File: config.mk
export PLATFORM = sky130hd
export DESIGN_NAME = knap_ctrl
export DESIGN_NICKNAME = d
export VERILOG_FILES = /design/src/hw/rtl/knap_pkg.sv /design/src/hw/rtl/knap_ctrl.sv
export VERILOG_INCLUDE_DIRS = /design/src /design/src/hw/rtl
export SDC_FILE = /design/constraint.sdc
export NUM_CORES = 1
export LEC_CHECK = 0
export BUFFER_PORTS_ARGS = -buffer_cell sky130_fd_sc_hd__clkbuf_2
export CORE_AREA = 10 10 47 49
export CTS_BUF_LIST = sky130_fd_sc_hd__clkbuf_4 sky130_fd_sc_hd__clkbuf_8
export DETAILED_ROUTE_END_ITERATION = 6
export DIE_AREA = 0 0 57 59
export REMOVE_ABC_BUFFERS = 1
export SYNTH_ARGS = -nofsm -noshare
export SYNTH_HDL_FRONTEND = slang
export SYNTH_SLANG_ARGS = --single-unit
File: constraint.sdc
create_clock -name clk_i -period 2.4 [get_ports clk_i]
set_clock_uncertainty 0.15 [all_clocks]
set_input_delay 0.48 -clock clk_i [delete_from_list [all_inputs] [get_ports clk_i]]
set_output_delay 0.48 -clock clk_i [all_outputs]
set_load 0.02 [all_outputs]
File: src/hw/rtl/assert_macros.svh
// ----------------------------------------------------------------------------
// assert_macros
// Concurrent assertion helpers shared by the knapsack RTL, clocked on clk_i
// and disabled while rst_ni is low.
// ----------------------------------------------------------------------------
`ifndef ASSERT_MACROS_SVH
`define ASSERT_MACROS_SVH

// property must hold at every rising edge out of reset
`define ASSERT_RST(name, prop, msg) \
  name: assert property (@(posedge clk_i) disable iff (!rst_ni) (prop)) else $error(msg);

// condition must never be seen out of reset
`define ASSERT_NEVER(name, cond, msg) \
  name: assert property (@(posedge clk_i) disable iff (!rst_ni) !(cond)) else $error(msg);

`endif

File: src/hw/rtl/knap_pkg.sv
// ----------------------------------------------------------------------------
// knap_pkg
// Shared types for the 0/1 knapsack solver: payload structs and the
// command and status groups between controller and datapath.
// ----------------------------------------------------------------------------
`default_nettype none

package knap_pkg;

  localparam int unsigned WeightBits = 10;
  localparam int unsigned ValueBits  = 16;
  localparam int unsigned CapBits    = 10;
  localparam int unsigned ResultBits = 32;

  typedef struct packed {
    logic [WeightBits-1:0] item_weight;
    logic [ValueBits-1:0]  item_value;
    logic                  last_item;
  } knap_in_t;

  typedef struct packed {
    logic [ResultBits-1:0] best_value;
    logic                  overflowed;
  } knap_out_t;

  // controller to datapath
  typedef struct packed {
    logic accept;   // latch the incoming item, start the walk at the top entry
    logic issue;    // read entries j and j-w, step j down
    logic ans_rd;   // read the answer entry
    logic ans_ld;   // load the result register, arm the clear sweep
    logic clr_wr;   // zero entry j, step j down
  } knap_cmd_t;

  // datapath to controller
  typedef struct packed {
    logic skip;     // item weight exceeds the table
    logic at_lo;    // j is the lowest entry this item touches
    logic at_zero;  // j is entry zero
    logic last;     // current item closes the set
  } knap_sts_t;

endpackage

`default_nettype wire

File: src/hw/rtl/knap_ctrl.sv
// ----------------------------------------------------------------------------
// knap_ctrl
// Controller: sequences item intake, the table walk, answer readout and the
// clear sweep, and owns the result valid flag.
// ----------------------------------------------------------------------------
`default_nettype none
`include "assert_macros.svh"

module knap_ctrl (
  input  wire logic                 clk_i,
  input  wire logic                 rst_ni,
  input  wire logic                 in_valid_i,
  output logic                      in_ready_o,
  output logic                      out_valid_o,
  input  wire logic                 out_ready_i,
  output knap_pkg::knap_cmd_t       cmd_o,
  input  wire knap_pkg::knap_sts_t  sts_i
);

  localparam logic [2:0] ST_CLEAR  = 3'd0;
  localparam logic [2:0] ST_IDLE   = 3'd1;
  localparam logic [2:0] ST_UPDATE = 3'd2;
  localparam logic [2:0] ST_DRAIN  = 3'd3;
  localparam logic [2:0] ST_ANS_RD = 3'd4;
  localparam logic [2:0] ST_ANS_LD = 3'd5;

  logic [2:0] state_q, state_d;
  logic       out_valid_q, out_valid_d;

  always_comb begin
    state_d = state_q;
    cmd_o   = '0;
    case (state_q)
      ST_CLEAR: begin
        cmd_o.clr_wr = 1'b1;
        if (sts_i.at_zero) begin
          state_d = ST_IDLE;
        end
      end
      ST_IDLE: begin
        if (in_valid_i) begin
          cmd_o.accept = 1'b1;
          state_d      = ST_UPDATE;
        end
      end
      ST_UPDATE: begin
        if (sts_i.skip) begin
          state_d = sts_i.last ? ST_ANS_RD : ST_IDLE;
        end else begin
          cmd_o.issue = 1'b1;
          if (sts_i.at_lo) begin
            state_d = ST_DRAIN;
          end
        end
      end
      ST_DRAIN: begin
        // last table write lands in this cycle
        state_d = sts_i.last ? ST_ANS_RD : ST_IDLE;
      end
      ST_ANS_RD: begin
        if (!out_valid_q) begin
          cmd_o.ans_rd = 1'b1;
          state_d      = ST_ANS_LD;
        end
      end
      ST_ANS_LD: begin
        cmd_o.ans_ld = 1'b1;
        state_d      = ST_CLEAR;
      end
      default: begin
        state_d = ST_IDLE;
      end
    endcase
  end

  always_comb begin
    out_valid_d = out_valid_q;
    if (cmd_o.ans_ld) begin
      out_valid_d = 1'b1;
    end else if (out_ready_i) begin
      out_valid_d = 1'b0;
    end
  end

  always_ff @(posedge clk_i or negedge rst_ni) begin
    if (!rst_ni) begin
      state_q     <= ST_CLEAR;
      out_valid_q <= 1'b0;
    end else begin
      state_q     <= state_d;
      out_valid_q <= out_valid_d;
    end
  end

  assign in_ready_o  = (state_q == ST_IDLE);
  assign out_valid_o = out_valid_q;

  `ASSERT_RST(a_result_from_load, $rose(out_valid_q) |-> $past(state_q) == ST_ANS_LD, "stray result")
  `ASSERT_RST(a_accept_starts_walk, (in_valid_i && in_ready_o) |=> state_q == ST_UPDATE, "walk not started")
  `ASSERT_NEVER(a_no_overwrite, cmd_o.ans_rd && out_valid_q, "answer read while result pending")

endmodule

`default_nettype wire

==> impl_metrics.toml <==
[clock_network]
tritoncts = "built"
cts_buffer_depth = 2
clock_sinks = 4
numCtsBuffers = 3
clock_latency_ns = 0.23
cts_root_buffer = "clkbuf_4"
clk_pin_slew_worst_paths_ns = 0.04
htree_levels = 1

[worst_setup_path]
critPathLaunchType = "flop"
critPathCaptureType = "primary output"
cp_slowest_stage_delay_ns = 0.54
cp_cell_sequence = "and2b_1 > and2_4 > clkbuf_2"
arrival_ns = 1.31
path_buf_inv = 1
cp_slowest_cell = "dfrtp_1"
crit_fanout = 11
crit_type = "flop to primary output"
cpLargestDelayFamily = "flip-flops"
crit_required_ns = 1.77

[route]
wl_per_cell_um = 11.16
drc = 0
antenna_left = 0
num_vias = 294
wirelength_um = 759
viasPerCell = 4.324
dr.first_iter.drc_count = 2
drt-pass1-iter-count = 2

[synthesis]
syn_area_per_cell_um2 = 8.386
ys_seq_area_share_pct = 32.26
syn_area_um2 = 310.3
synth.distinct_cells = 20
yosysWarnings = 0
ys_ff_latch = 4
synth_largest_area_cell = "dfrtp_1"
synthCells = 37
synthTopCellsByArea = "dfrtp_1, nor4b_2, nand2_1"
synth.top_cell.area_share_pct = 32.26

[timing]
maxSlewHeadroom_pct = 71.84
finalCritPeriodShare_pct = 80.83
tns_ns = 0
max_freq_mhz = 515.5
rsz0062_at_grt = "no"
hold_violations = 0
worst_pin_slew_ns = 0.4224
period_minus_slack_ns = 1.940
slew_viol_final = 0
setup_viol = 0
hold_ws_ns = 0.3528

[layout]
diodes = 0
fin_nets = 62
syn2layout_area_growth_pct = 33.06
final_core_util_pct = 29.46
fillers = 166
multiInputGateArea_um2 = 182.7
layout-drive-gt1-share_pct = 42.31
seqCellArea_um2 = 100.1

[floorplanning]
dieArea_um2 = 3363
rows = 14
io-pin-count = 15
core_um2 = 1401
dieWidth_um = 57
dieHeight_um = 59
start_util_pct = 22.14

[worst_hold_path]
worstHoldPathType = "input pin to flop"

[placement]
gp_congestion = 0.6721
numPortBuffers = 14
dp_hpwl_um = 619

[flow_run]
drv_cap = 0

[global_routing]
grt_max_degree = 15
grt_pass1_vias = 327
grt_pass1_wl_um = 1373
overflow = 0
antenna_found_initial = 0
grt_usage_pct = 5.206

[power]
p_leak_nw = 0.2133
power.density_nw_per_um2 = 1288
vdd_ir_drop_max_uv = 385.0

[status]
status = "completed"
==> worst reg2reg max path, cell delays in order (launching register included) <==
cell and delay [ns]:
dfrtp_1 0.52, or2_1 0.29, a31oi_1 0.20, o32ai_2 0.12
==> what timing repair did <==
| item | in CTS | in global routing |
|---|---|---|
| endpoints found under the setup margin | 0 | 0 |
| hold buffers | 1 | 0 |
| resized for setup | 0 | 0 |
| hold endpoints to repair | 4 | 0 |
| setup buffers | 0 | 0 |
==> cells by family (layout without fill, tap and decap cells) <==
group,after synthesis,after routing,synth area share [%]
AOI/OAI and AO/OA,6,6,15.33
buffers and inverters,5,20,8.869
DFF,4,4,32.26
and+or+nand+nor,22,22,43.55
==> registers in the layout, summed over array words and instances (netlist names) <==
name / cells
out_valid_o: 1
state_q: 3
==> cell type report <==
cell class                      count  area share [%]
Multi-Input combinational cell     28           44.24
Sequential cell                     4           24.24
Timing Repair Buffer               15           19.39
Clock buffer                        3           5.455
Tap cell                           16           4.848
Inverter                            2           1.818
==> placed cells by master (no fill, tap or decap) <==
master	instances
a21o_1	1
a21oi_1	2
a31oi_1	1
and2_1	1
and2_4	1
and2b_1	1
clkbuf_2	14
clkbuf_4	3
dfrtp_1	4
dlygate4sd3_1	1
inv_1	2
nand2_1	6
nand2b_1	1
nor2_1	4
nor2b_1	2
nor3_1	2
nor3_2	1
nor4b_2	2
o31ai_1	1
o32ai_2	1
or2_1	1
==> layer usage <==
layer  GRT usage, %  share of wire (%)  up-vias
li1               -                  -      158
met1          5.642                 46      120
met2          6.977                 41       14
met3          2.790                 10        2
met4          5.034                2.5        0
met5              0                  0        -
==> cells in the mapped netlist, drive strengths merged <==
master,n
o32ai,1
a21oi,2
dfrtp,4
nand2b,1
and2b,1
and2,2
nor3,3
inv,2
nor4b,2
nor2b,2
a31oi,1
a21o,1
nor2,4
o31ai,1
or2,1
nand2,6
buf,3
==> final timing paths <==
kind / from / cells after the start / slack [ns] / end
min in group asynchronous: rst_ni / 2 / 0.44 / state_q[0]
min: out_ready_i / 3 / 0.35 / out_valid_o
max reg2reg: state_q[2] / 3 / 1.00 / state_q[0]
max in group asynchronous: rst_ni / 2 / 1.54 / out_valid_o
min reg2reg: out_valid_o / 1 / 0.40 / out_valid_o
max: state_q[1] / 3 / 0.46 / cmd_o[1]
==> per-stage QoR <==
stage	total power [W]	instances	setup slack, ns	cell area [um^2]
floorplan	0.0003632	34	0.5915	290.3
global placement	0.0004488	64	0.6891	380.4
detailed placement	0.0004564	64	0.6897	380.4
CTS	0.0005429	68	0.4444	412.9
global route	0.0005874	68	0.3563	412.9
finish	0.0005316	68	0.4600	412.9
==> report_power, final <==
part	internal [W]	switching, W
registers	0.0000984	0.0000773
clock network	0.0000558	0.0000250
logic	0.000124	0.000151
total	0.000278	0.000254
(Power assumes the default switching activity.)
